## config.mk

```make
export PLATFORM = sky130hd
export DESIGN_NAME = ipv4_tcp_rewrite_checksum_top
export DESIGN_NICKNAME = d
export VERILOG_FILES = /design/src/sv/itrc_pkg.sv /design/src/sv/itrc_in_reg.sv /design/src/sv/itrc_core.sv /design/src/sv/ipv4_tcp_rewrite_checksum_top.sv
export VERILOG_INCLUDE_DIRS = /design/src /design/src/sv
export SDC_FILE = /design/constraint.sdc
export NUM_CORES = 1
export LEC_CHECK = 0
export ABC_AREA = 1
export ABC_CLOCK_PERIOD_IN_PS = 9600
export BUFFER_PORTS_ARGS = -buffer_cell sky130_fd_sc_hd__buf_4
export CORE_MARGIN = 2
export CORE_UTILIZATION = 45
export DETAILED_ROUTE_END_ITERATION = 10
export GPL_ROUTABILITY_DRIVEN = 0
export HOLD_SLACK_MARGIN = 0.05
export PLACE_DENSITY = 0.73
export SLEW_MARGIN = 40
export SYNTH_ARGS = -nofsm -noshare
export SYNTH_HDL_FRONTEND = slang
export SYNTH_SLANG_ARGS = --single-unit
export TNS_END_PERCENT = 5
```

## constraint.sdc

```tcl
create_clock -name clk_i -period 9.6 [get_ports clk_i]
set_input_delay 0.96 -clock clk_i [delete_from_list [all_inputs] [get_ports clk_i]]
set_output_delay 0.96 -clock clk_i [all_outputs]
set_load 0.05 [all_outputs]
```

## src/sv/assert_macros.svh

```systemverilog
`ifndef ASSERT_MACROS_SVH
`define ASSERT_MACROS_SVH

// Clocked assertion with explicit clock and active-low reset.
`define ASSERT_CLKED(lbl, clk, rstn, prop) \
  lbl: assert property (@(posedge clk) disable iff (!(rstn)) (prop)) \
    else $error("assertion failed");

// Clocked assertion on the default clk_i / rst_ni pair.
`define ASSERT_DEF(lbl, prop) `ASSERT_CLKED(lbl, clk_i, rst_ni, prop)

`endif

```

## src/sv/itrc_pkg.sv

```systemverilog
`timescale 1ns / 1ps

package itrc_pkg;

  localparam int unsigned IP_HEADER_WORDS = 10;

  localparam logic [15:0] IDX_CSUM_WORD  = 16'd5;
  localparam logic [15:0] IDX_SRC_HI     = 16'd6;
  localparam logic [15:0] IDX_SRC_LO     = 16'd7;
  localparam logic [15:0] IDX_DST_LO     = 16'd9;
  localparam logic [15:0] IDX_TOT_LEN    = 16'd1;
  localparam logic [15:0] TCP_CSUM_BASE  = 16'd8;
  localparam logic [15:0] PROTO_TCP      = 16'd6;
  localparam logic [3:0]  MIN_IHL        = 4'd5;
  localparam logic [15:0] ODD_BYTE_MASK  = 16'hFF00;
  localparam logic [15:0] IDX_MAX        = 16'hFFFF;

  typedef struct packed {
    logic [15:0] out_word;
    logic        out_last;
    logic [15:0] ip_check;
    logic [15:0] tcp_check;
    logic        pkt_status;
  } result_t;

  // End-around carry fold of up to eight 16-bit addends into 16 bits.
  function automatic logic [15:0] fold19(input logic [18:0] x);
    logic [16:0] t;
    logic [16:0] r;
    t = {1'b0, x[15:0]} + {14'd0, x[18:16]};
    r = {1'b0, t[15:0]} + {16'd0, t[16]};
    return r[15:0];
  endfunction

  function automatic logic [15:0] swap16(input logic [15:0] v);
    return {v[7:0], v[15:8]};
  endfunction

endpackage

```

## src/sv/itrc_in_reg.sv

```systemverilog
`timescale 1ns / 1ps

module itrc_in_reg
  import itrc_pkg::*;
(
  input  logic        clk_i,
  input  logic        rst_ni,
  input  logic        in_valid_i,
  output logic        in_stall_o,
  input  logic [15:0] pkt_word_i,
  input  logic        pkt_last_i,
  input  logic        down_ready_i,
  output logic        valid_o,
  output logic [15:0] word_o,
  output logic        last_o
);

  logic        valid_q, valid_d;
  logic [15:0] word_q;
  logic        last_q;
  logic        load;

  assign in_stall_o = valid_q && !down_ready_i;
  assign load       = in_valid_i && !in_stall_o;

  always_comb begin
    valid_d = valid_q;
    if (load) begin
      valid_d = 1'b1;
    end else if (down_ready_i) begin
      valid_d = 1'b0;
    end
  end

  always_ff @(posedge clk_i or negedge rst_ni) begin
    if (!rst_ni) begin
      valid_q <= 1'b0;
    end else begin
      valid_q <= valid_d;
    end
  end

  always_ff @(posedge clk_i) begin
    if (load) begin
      word_q <= pkt_word_i;
      last_q <= pkt_last_i;
    end
  end

  assign valid_o = valid_q;
  assign word_o  = word_q;
  assign last_o  = last_q;

endmodule

```

## src/sv/itrc_core.sv

```systemverilog
`timescale 1ns / 1ps

module itrc_core
  import itrc_pkg::*;
(
  input  logic        clk_i,
  input  logic        rst_ni,
  input  logic        fire_i,
  input  logic [15:0] word_i,
  input  logic        last_i,
  input  logic [15:0] addr_offset_i,
  output result_t     res_o
);

  `include "assert_macros.svh"

  logic [15:0] widx_q, widx_d;
  logic [3:0]  hw_q, hw_d;
  logic [15:0] tl_q, tl_d;
  logic [15:0] ip_q, ip_d;
  logic [15:0] tcp_q, tcp_d;

  logic [15:0] idx;
  logic [3:0]  hw_eff;
  logic [15:0] tl_eff;
  logic [15:0] sw_add;
  logic [15:0] rw;
  logic [15:0] ipv;
  logic [15:0] o_word;
  logic [5:0]  hb;
  logic [16:0] b;
  logic        in_seg;
  logic [15:0] ip_add;
  logic [15:0] ps_add;
  logic [15:0] seg_add;
  logic [15:0] seg_len;
  logic        short_pkt;
  logic [18:0] tcp_raw;
  logic [18:0] tcp_fin_raw;
  logic [15:0] ip_next;
  logic [15:0] tcp_next;

  assign idx    = widx_q;
  assign hw_eff = (idx == 16'd0) ? word_i[11:8] : hw_q;
  assign tl_eff = (idx == IDX_TOT_LEN) ? word_i : tl_q;

  assign sw_add = swap16(word_i) + addr_offset_i;

  always_comb begin
    rw = word_i;
    if (idx == IDX_SRC_LO || idx == IDX_DST_LO) begin
      rw = swap16(sw_add);
    end
    ipv    = (idx == IDX_CSUM_WORD) ? 16'd0 : rw;
    o_word = (idx == ({11'd0, hw_eff, 1'b0} + TCP_CSUM_BASE)) ? 16'd0 : ipv;
  end

  assign hb     = {hw_eff, 2'b00};
  assign b      = {idx, 1'b0};
  assign in_seg = (b >= {11'd0, hb}) && (b < {1'b0, tl_eff});

  always_comb begin
    ip_add  = (idx < 16'(IP_HEADER_WORDS)) ? ipv : 16'd0;
    ps_add  = (idx >= IDX_SRC_HI && idx <= IDX_DST_LO) ? rw : 16'd0;
    seg_add = 16'd0;
    if (in_seg) begin
      seg_add = ({idx, 1'b1} < {1'b0, tl_eff}) ? o_word : (o_word & ODD_BYTE_MASK);
    end
  end

  assign seg_len   = (tl_eff >= {10'd0, hb}) ? (tl_eff - {10'd0, hb}) : 16'd0;
  assign short_pkt = ({1'b0, idx, 1'b0} + 18'd2) < {2'b00, tl_eff};

  assign ip_next     = fold19({3'd0, ip_q} + {3'd0, ip_add});
  assign tcp_raw     = {3'd0, tcp_q} + {3'd0, ps_add} + {3'd0, seg_add};
  assign tcp_next    = fold19(tcp_raw);
  assign tcp_fin_raw = tcp_raw + {3'd0, PROTO_TCP} + {3'd0, seg_len};

  always_comb begin
    res_o.out_word   = o_word;
    res_o.out_last   = last_i;
    res_o.ip_check   = 16'd0;
    res_o.tcp_check  = 16'd0;
    res_o.pkt_status = 1'b0;
    if (last_i) begin
      res_o.ip_check   = ~ip_next;
      res_o.tcp_check  = ~fold19(tcp_fin_raw);
      res_o.pkt_status = (hw_eff < MIN_IHL) || (tl_eff < {10'd0, hb}) || short_pkt;
    end
  end

  always_comb begin
    widx_d = widx_q;
    hw_d   = hw_q;
    tl_d   = tl_q;
    ip_d   = ip_q;
    tcp_d  = tcp_q;
    if (fire_i) begin
      if (last_i) begin
        widx_d = 16'd0;
        hw_d   = 4'd0;
        tl_d   = 16'd0;
        ip_d   = 16'd0;
        tcp_d  = 16'd0;
      end else begin
        widx_d = (widx_q == IDX_MAX) ? IDX_MAX : widx_q + 16'd1;
        hw_d   = hw_eff;
        tl_d   = tl_eff;
        ip_d   = ip_next;
        tcp_d  = tcp_next;
      end
    end
  end

  always_ff @(posedge clk_i or negedge rst_ni) begin
    if (!rst_ni) begin
      widx_q <= 16'd0;
      hw_q   <= 4'd0;
      tl_q   <= 16'd0;
      ip_q   <= 16'd0;
      tcp_q  <= 16'd0;
    end else begin
      widx_q <= widx_d;
      hw_q   <= hw_d;
      tl_q   <= tl_d;
      ip_q   <= ip_d;
      tcp_q  <= tcp_d;
    end
  end

  `ASSERT_DEF(a_clear_after_last,
    fire_i && last_i |=> widx_q == 16'd0 && ip_q == 16'd0 && tcp_q == 16'd0)
  `ASSERT_DEF(a_index_steps,
    fire_i && !last_i && widx_q != IDX_MAX |=> widx_q == $past(widx_q) + 16'd1)
  `ASSERT_DEF(a_idle_holds,
    !fire_i |=> $stable(widx_q) && $stable(ip_q) && $stable(tcp_q))

endmodule

```

## src/sv/ipv4_tcp_rewrite_checksum_top.sv

```systemverilog
`timescale 1ns / 1ps
// A transaction accepted into the input register moves on into the result register, which
// drives the outputs. Throughput: one word per cycle while out_stall_i is low; the input
// register and the result register decouple the two sides, and the per-word sum and
// rewrite logic sits between them.
// Reset (rst_ni, async, active low): addr_offset returns to 0, packet state and both
// running sums return to 0, both pipeline stages empty. No clearing pass.
module ipv4_tcp_rewrite_checksum_top
  import itrc_pkg::*;
(
  input  logic        clk_i,
  input  logic        rst_ni,
  input  logic        cfg_we_i,
  input  logic [15:0] cfg_wdata_i,
  input  logic        in_valid_i,
  output logic        in_stall_o,
  input  logic [15:0] pkt_word_i,
  input  logic        pkt_last_i,
  output logic        out_valid_o,
  input  logic        out_stall_i,
  output logic [15:0] out_word_o,
  output logic        out_last_o,
  output logic [15:0] ip_check_o,
  output logic [15:0] tcp_check_o,
  output logic        pkt_status_o
);

  `include "assert_macros.svh"

  logic [15:0] addr_offset_q;
  logic        s1_valid;
  logic [15:0] s1_word;
  logic        s1_last;
  logic        adv;
  logic        fire;
  result_t     res;
  result_t     res_q;
  logic        out_valid_q, out_valid_d;

  assign adv  = !out_valid_q || !out_stall_i;
  assign fire = s1_valid && adv;

  always_ff @(posedge clk_i or negedge rst_ni) begin
    if (!rst_ni) begin
      addr_offset_q <= 16'd0;
    end else if (cfg_we_i) begin
      addr_offset_q <= cfg_wdata_i;
    end
  end

  itrc_in_reg u_in_reg (
    .clk_i       (clk_i),
    .rst_ni      (rst_ni),
    .in_valid_i  (in_valid_i),
    .in_stall_o  (in_stall_o),
    .pkt_word_i  (pkt_word_i),
    .pkt_last_i  (pkt_last_i),
    .down_ready_i(adv),
    .valid_o     (s1_valid),
    .word_o      (s1_word),
    .last_o      (s1_last)
  );

  itrc_core u_core (
    .clk_i        (clk_i),
    .rst_ni       (rst_ni),
    .fire_i       (fire),
    .word_i       (s1_word),
    .last_i       (s1_last),
    .addr_offset_i(addr_offset_q),
    .res_o        (res)
  );

  assign out_valid_d = adv ? s1_valid : out_valid_q;

  always_ff @(posedge clk_i or negedge rst_ni) begin
    if (!rst_ni) begin
      out_valid_q <= 1'b0;
    end else begin
      out_valid_q <= out_valid_d;
    end
  end

  always_ff @(posedge clk_i) begin
    if (fire) begin
      res_q <= res;
    end
  end

  assign out_valid_o  = out_valid_q;
  assign out_word_o   = res_q.out_word;
  assign out_last_o   = res_q.out_last;
  assign ip_check_o   = res_q.ip_check;
  assign tcp_check_o  = res_q.tcp_check;
  assign pkt_status_o = res_q.pkt_status;

  `ASSERT_DEF(a_no_invented_result,
    out_valid_q && !out_stall_i && !s1_valid |=> !out_valid_q)
  `ASSERT_DEF(a_stage_moves,
    fire |=> out_valid_q)
  `ASSERT_DEF(a_stall_only_when_full,
    in_stall_o |-> s1_valid && out_valid_q && out_stall_i)

endmodule

```

# ---- Yosys cells after proc, flatten, opt, wreduce, memory -nomap -nowiden
# Index checks and enable logic that the tools add are counted.
# W data, S select, Z words.
dict set report word_totals {
  latchBits 0
  output_inout_bits 52
  wordCells 82
  in_bits 38
  memories 0
  regBits 153
  mem_bits_ro 0
  ram_bits 0
}
dict set report op_classes {
  n_bitwise 2
  n_lt_le_gt_ge 10
  shifts 0
  mux 18
  multipliers 0
  div 0
  reduce_logical 15
  addsub 16
  n_eq_ne 6
}
# op n
set op_table {}
lappend op_table {{$mux W16} 13}
lappend op_table {{$add A16 B3 Y17} 3}
lappend op_table {{$add A16 B1 Y16} 3}
lappend op_table {{$add A19 B16 Y19} 2}
lappend op_table {{$add A16 B16 Y17} 2}
lappend op_table {{$lt A17 B16 Y1} 2}
lappend op_table {{$eq A16 B3 Y1 const B} 2}
lappend op_table {{$not A16 Y16} 2}
lappend op_table {{$add A19 B3 Y19 const B} 1}
lappend op_table {{$add A17 B2 Y18 const B} 1}
lappend op_table {{$lt A18 B16 Y1} 1}
lappend op_table {{$ge A17 B6 Y1} 1}
lappend op_table {{$add A16 B1 Y16 const B} 1}
lappend op_table {{$add A16 B16 Y16} 1}
lappend op_table {{$eq A16 B1 Y1 const B} 1}
lappend op_table {{$eq A16 B16 Y1} 1}
lappend op_table {{$eq A16 B16 Y1 const B} 1}
lappend op_table {{$eq A16 B4 Y1 const B} 1}
lappend op_table {{$ge A16 B3 Y1 const B} 1}
lappend op_table {{$ge A16 B6 Y1} 1}
lappend op_table {{$le A16 B4 Y1 const B} 1}
lappend op_table {{$logic_not A16 Y1} 1}
lappend op_table {{$lt A16 B4 Y1 const B} 1}
lappend op_table {{$lt A16 B6 Y1} 1}
lappend op_table {{10 further kinds} 22}

# ---- Longest topological paths before layout
dict set report logic_depth {
  word_depth 13
  mapped_depth 69
  depth_no_buf 69
}

# ---- By module
# Synthesis repeated with hierarchy kept, for this count alone.
dict set report hier_totals {
  hier_cells 2069
  area_unflattened_um2 14508.9
}
# module cells_each n_inst area_per_inst_um2 seq_area_each_um2
set modules_own_cells {}
lappend modules_own_cells {itrc_core 1922 1 11753.8 1701.6}
lappend modules_own_cells {ipv4_tcp_rewrite_checksum_top 123 1 2187.1 1926.8}
lappend modules_own_cells {itrc_in_reg 24 1 568.0 535.5}

# ---- Least setup slack after synthesis
# No wires, ideal clock.
dict set report synth_path {
  path_kind {register to register}
  start {register u_in_reg.word_q[8] (netlist: u_in_reg.word_o[8])}
  end {register res_q (netlist bit tcp_check_o[15]), data pin}
  stages_incl_launch_ff 61
  setup_ns 0.253
  n_path_buf 0
  t_arrival_ns 9.263
  required_time_ns 9.347
  slack_ns 0.084
  synth_period_minus_slack_ns 9.516
  path_cell_list {edfxtp_1 ha_1 fa_1 nand2_1 nand2_1 a21oi_1 o21ai_0 a21oi_1 o21ai_0 xor2_1 o21ai_0 nor2b_1 ha_1 a21oi_1 nand2_1 a21oi_1 o21ai_0 a31oi_1 [... 25 more ...] nand2_1 nor2_2 nand4_1 nor4_1 ha_1 nand2_1 nor2_1 nand3_1 nor2_1 nand2_1 nor2_1 nand2_1 nor2_4 nand2_2 nor2_4 nand3_1 nor2_1 nor2_1}
}
dict set report synth_via {
  elab_chain_len 12
  word_cells_on_any_way 25
  cone_classes {9 x add/sub; 4 x order compare; 1 x eq/ne; 9 x mux; 1 x bitwise; 1 x reduce/logical}
}
# element line_no
set synth_lines {}
lappend synth_lines {{from (decl)} itrc_in_reg.sv:19} ;# logic [15:0] word_q;
lappend synth_lines {{from (signal assigned)} itrc_in_reg.sv:45} ;# word_q <= pkt_word_i;
lappend synth_lines {{branches (longest 8 deep; another with $add A19 B16 Y19)} --}
lappend synth_lines {{$add A19 B16 Y19 *} itrc_core.sv:77} ;# assign tcp_fin_raw = tcp_raw + {3'd0, PROTO_TCP} + {3'd0, seg_len};
lappend synth_lines {{$add A16 B3 Y17 *} itrc_pkg.sv:30} ;# t = {1'b0, x[15:0]} + {14'd0, x[18:16]};
lappend synth_lines {{$add A16 B1 Y16 *} itrc_pkg.sv:31} ;# r = {1'b0, t[15:0]} + {16'd0, t[16]};
lappend synth_lines {{$not A16 Y16 *} itrc_core.sv:87} ;# res_o.tcp_check = ~fold19(tcp_fin_raw);
lappend synth_lines {{to (signal assigned)} ipv4_tcp_rewrite_checksum_top.sv:86} ;# res_q <= res;
lappend synth_lines {{to (decl)} ipv4_tcp_rewrite_checksum_top.sv:37} ;# result_t res_q;
# Every way passes the cells marked *.
# A chain may end at the register's enable or synchronous reset.

# ---- Final worst setup path
# Same ends and word-level chain as after synthesis.

==> results.md <==
- DR DRC count: 0
- Worst slew pin tran: about 0.95 ns
- Share of the synthesized area in the top cell type: around 15%
- Flop2flop setup slack: -0.14 ns
- Clock sink total: 153
- Area leader, netlist: nand2_1
- Syn Nets: ~2,300
- Syn avg cell area: 7.00 um^2
- Layout area overhead: 28.2%
- Multiplexer area fraction after synthesis: 1.23%
- Clock latency on the worst-skew pair: ~0.46 ns
- Iter 0 DRT Violations: around 1,500
- Final nets: between 2,000 and 3,000
- Slew Limit Headroom: a little over a third
- Ports: 90
- Post-place instance area: about 17,000 um^2
- Max-cap violations: 0
- Most common cell after layout, fill and taps aside: nand2_1
- Failing checks: setup timing
- Grt ovf: 0
- HPWL Detailed: approximately 35,000 um
- GRT Overall Usage: 26.7%
- DIE WIDTH: approximately 180 um
- Synth Area in Simple Gates: between 30% and 40%
- Synth Area in XOR/XNOR: 3.53%
- Antenna violation net count after detailed routing: 0
- Slowest stage delay, CP: around 0.40 ns
- Most frequent cells in the layout: nand2_1 (546), buf_4 (314), inv_1 (282)
- Core area: roughly 32,000 um^2
- Starting Density: between 40% and 50%
- Post-synthesis sequential area ratio: 28.4%
- First-pass GRT wire length: ~72,000 um
- Slowest CP cell: edfxtp_1
- Htree depth: 4
- Post-synthesis register bit count: 153
- Num CTS Buffers: 17
- Crit Path Class: register to register
- WP data arrival: approximately 10 ns
- Routed vias: between 15,000 and 20,000
- Via density per instance: between 5 and 6
- # rows: 66
- Post-Route Skew: approximately 0.016 ns
- Count of cell types in the netlist: between 50 and 60
- Die height: 184 um
- Die footprint: 34,000 um^2
- Post-synthesis adder-cell area fraction: between 10% and 20%
- WL final: 46,300 um
- Hold Path Class: input port to asynchronous set/reset pin
- Async SR Flop Fraction: between 50% and 60%
- Largest family of logic cells by synthesized area: simple AND/OR/NAND/NOR gates
- Status: finished, violations left
- Nature of the critical path endpoint: register
- Number of setup violations in the final report: 4
- Final Max Tran Viols: 0
- Pre-CTS setup slack: -0.734 ns
- Fin crit share: 101%
- Most used DFF post-synth: dfrtp_1
- Synth warnings: 0
- Number of I/O port buffers: just under 90
- Clock-pin slew on the worst setup and hold paths: about 0.07 ns
- Worst Path Max Fanout: 5
- Largest net degree at the start of global routing: between 50 and 60
- Drt pass-1 iters: 9
- Final hold viol count: 0
- Post-route cell area: around 19,000 um^2
- Critical path's most frequent cell: nand2_2
- Post-Syn Area: between 10,000 and 15,000 um^2
- Via count of the first global-routing pass: about 15,000
- Cells after Synth: approximately 2,100
- CP startpoint kind: register
- Root Buffer: clkbuf_16
- Util after Layout: 58.1%
- CTS max path bufs: 2
- R2R depth: between 60 and 70
- Routed len/inst: between 15 and 20 um
- Compound-Gate Fraction of Synth Area: a little under an eighth
- Hold WS: around 0.44 ns
- Setup ws final: -0.139 ns
- Post-synth EDFFs: 67
- RSZ-0062 raised after global routing: true
- Minimum clock period: 9.74 ns
- Layout cells sized above 1: between 20% and 30%
- Max Clk Rate: around 100 MHz
- Initial antenna violation count: 0
- ANT cells: 0
- Required @ worst endpoint: 9.82 ns
- TritonCTS clock tree: built
- Synth area leaders: nand2_1 (15%), dfrtp_1 (15%), edfxtp_1 (14%)
==> Yosys cell counts (3+ instances only) <==
library cell,n
o21bai_1,10
nand2_2,18
a21oi_1,111
a211oi_1,3
or2_2,12
edfxtp_1,67
o211ai_1,3
o21ai_1,5
a21o_1,4
o21ai_2,7
nand3_1,149
inv_1,293
nor3_2,5
nor3_1,30
mux2_2,16
a21oi_2,3
fa_1,8
o21ai_0,119
nor2_4,5
nor2_2,29
a31oi_1,4
o31ai_1,5
a32o_1,5
nand3_2,9
ha_1,151
a22o_1,9
nand3b_1,8
inv_2,8
nor2_1,186
buf_6,3
dfrtp_1,86
xnor2_1,22
buf_2,4
nand2_1,574
xor2_1,37
nand4_1,33
clkbuf_1,23
o22ai_1,4
==> sequential cells by signal (all words and copies together) (netlist names), 16 cells and up <==
name,count
u_core.tcp_q,16
u_core.ip_q,16
u_core.tl_q,16
addr_offset_q,16
u_core.idx,16
tcp_check_o,16
u_in_reg.word_o,16
ip_check_o,16
out_word_o,16
==> per-stage QoR <==
| step | instances | setup TNS [ns] |
|---|---|---|
| finish | 2850 | -0.359 |
| global route | 2850 | -6.23 |
| CTS | 2826 | 0 |
| detailed placement | 2784 | -5.30 |
| global placement | 2784 | -0.894 |
| floorplan | 2091 | 0 |
==> path summary, 6_finish.rpt <==
| path | from | endpoint |
|---|---|---|
| setup reg to reg | u_in_reg.word_o[8] | tcp_check_o[15] |
| min in group clk_i | u_core.tl_q[9] | u_core.tl_q[9] |
| max in group asynchronous | rst_ni | u_core.hw_q[3] |
| hold reg to reg | u_core.tl_q[9] | u_core.tl_q[9] |
| hold / removal | rst_ni | u_core.ip_q[3] |
| setup / recovery | u_in_reg.word_o[8] | tcp_check_o[15] |
==> timing repair <==
| action | CTS | global route |
|---|---|---|
| gates resized for setup | 41 | 134 |
| setup endpoints to repair | 13 | 15 |
| pin swaps | 17 | 91 |
| hold buffers | 0 | 0 |
| setup buffers | 10 | 24 |
==> logic make-up after synthesis <==
| family | after synthesis |
|---|---|
| mux | 16 |
| buf+inv | 336 |
| xor+xnor | 59 |
| compound gates | 299 |
| simple gates | 1069 |
| fa+ha+maj | 159 |
| flops | 153 |
==> layout make-up <==
class / count / area [um^2]
Multi-Input combinational cell: 1602 / 9910
Timing Repair Buffer: 317 / 2400
Inverter: 304 / 1150
Tap cell: 442 / 553
Clock buffer: 18 / 429
Clock inverter: 14 / 171
Fill cell: 2841 / 13500
Sequential cell: 153 / 4160
==> worst max-delay path, delay by kind of cell, from the launching register on <==
kind,cells,cell delay [ns]
DFF,1,0.40
adders and majority gates,9,2.39
and+or+nand+nor,28,3.20
buffers and inverters,7,0.79
xor gates and xnor gates,4,0.69
AOI/OAI and AO/OA,13,1.98
==> routing by layer <==
metal,track usage (%),wire (um),up-vias
li1,-,-,7487
met1,32.7,18800,7227
met2,46.0,22000,648
met3,4.94,3210,178
met4,11.2,2260,0
met5,0,0,-
Power is left out: the tool's default activity adds up to more than one toggle a clock period on the data nets, which glitch-free logic cannot reach.
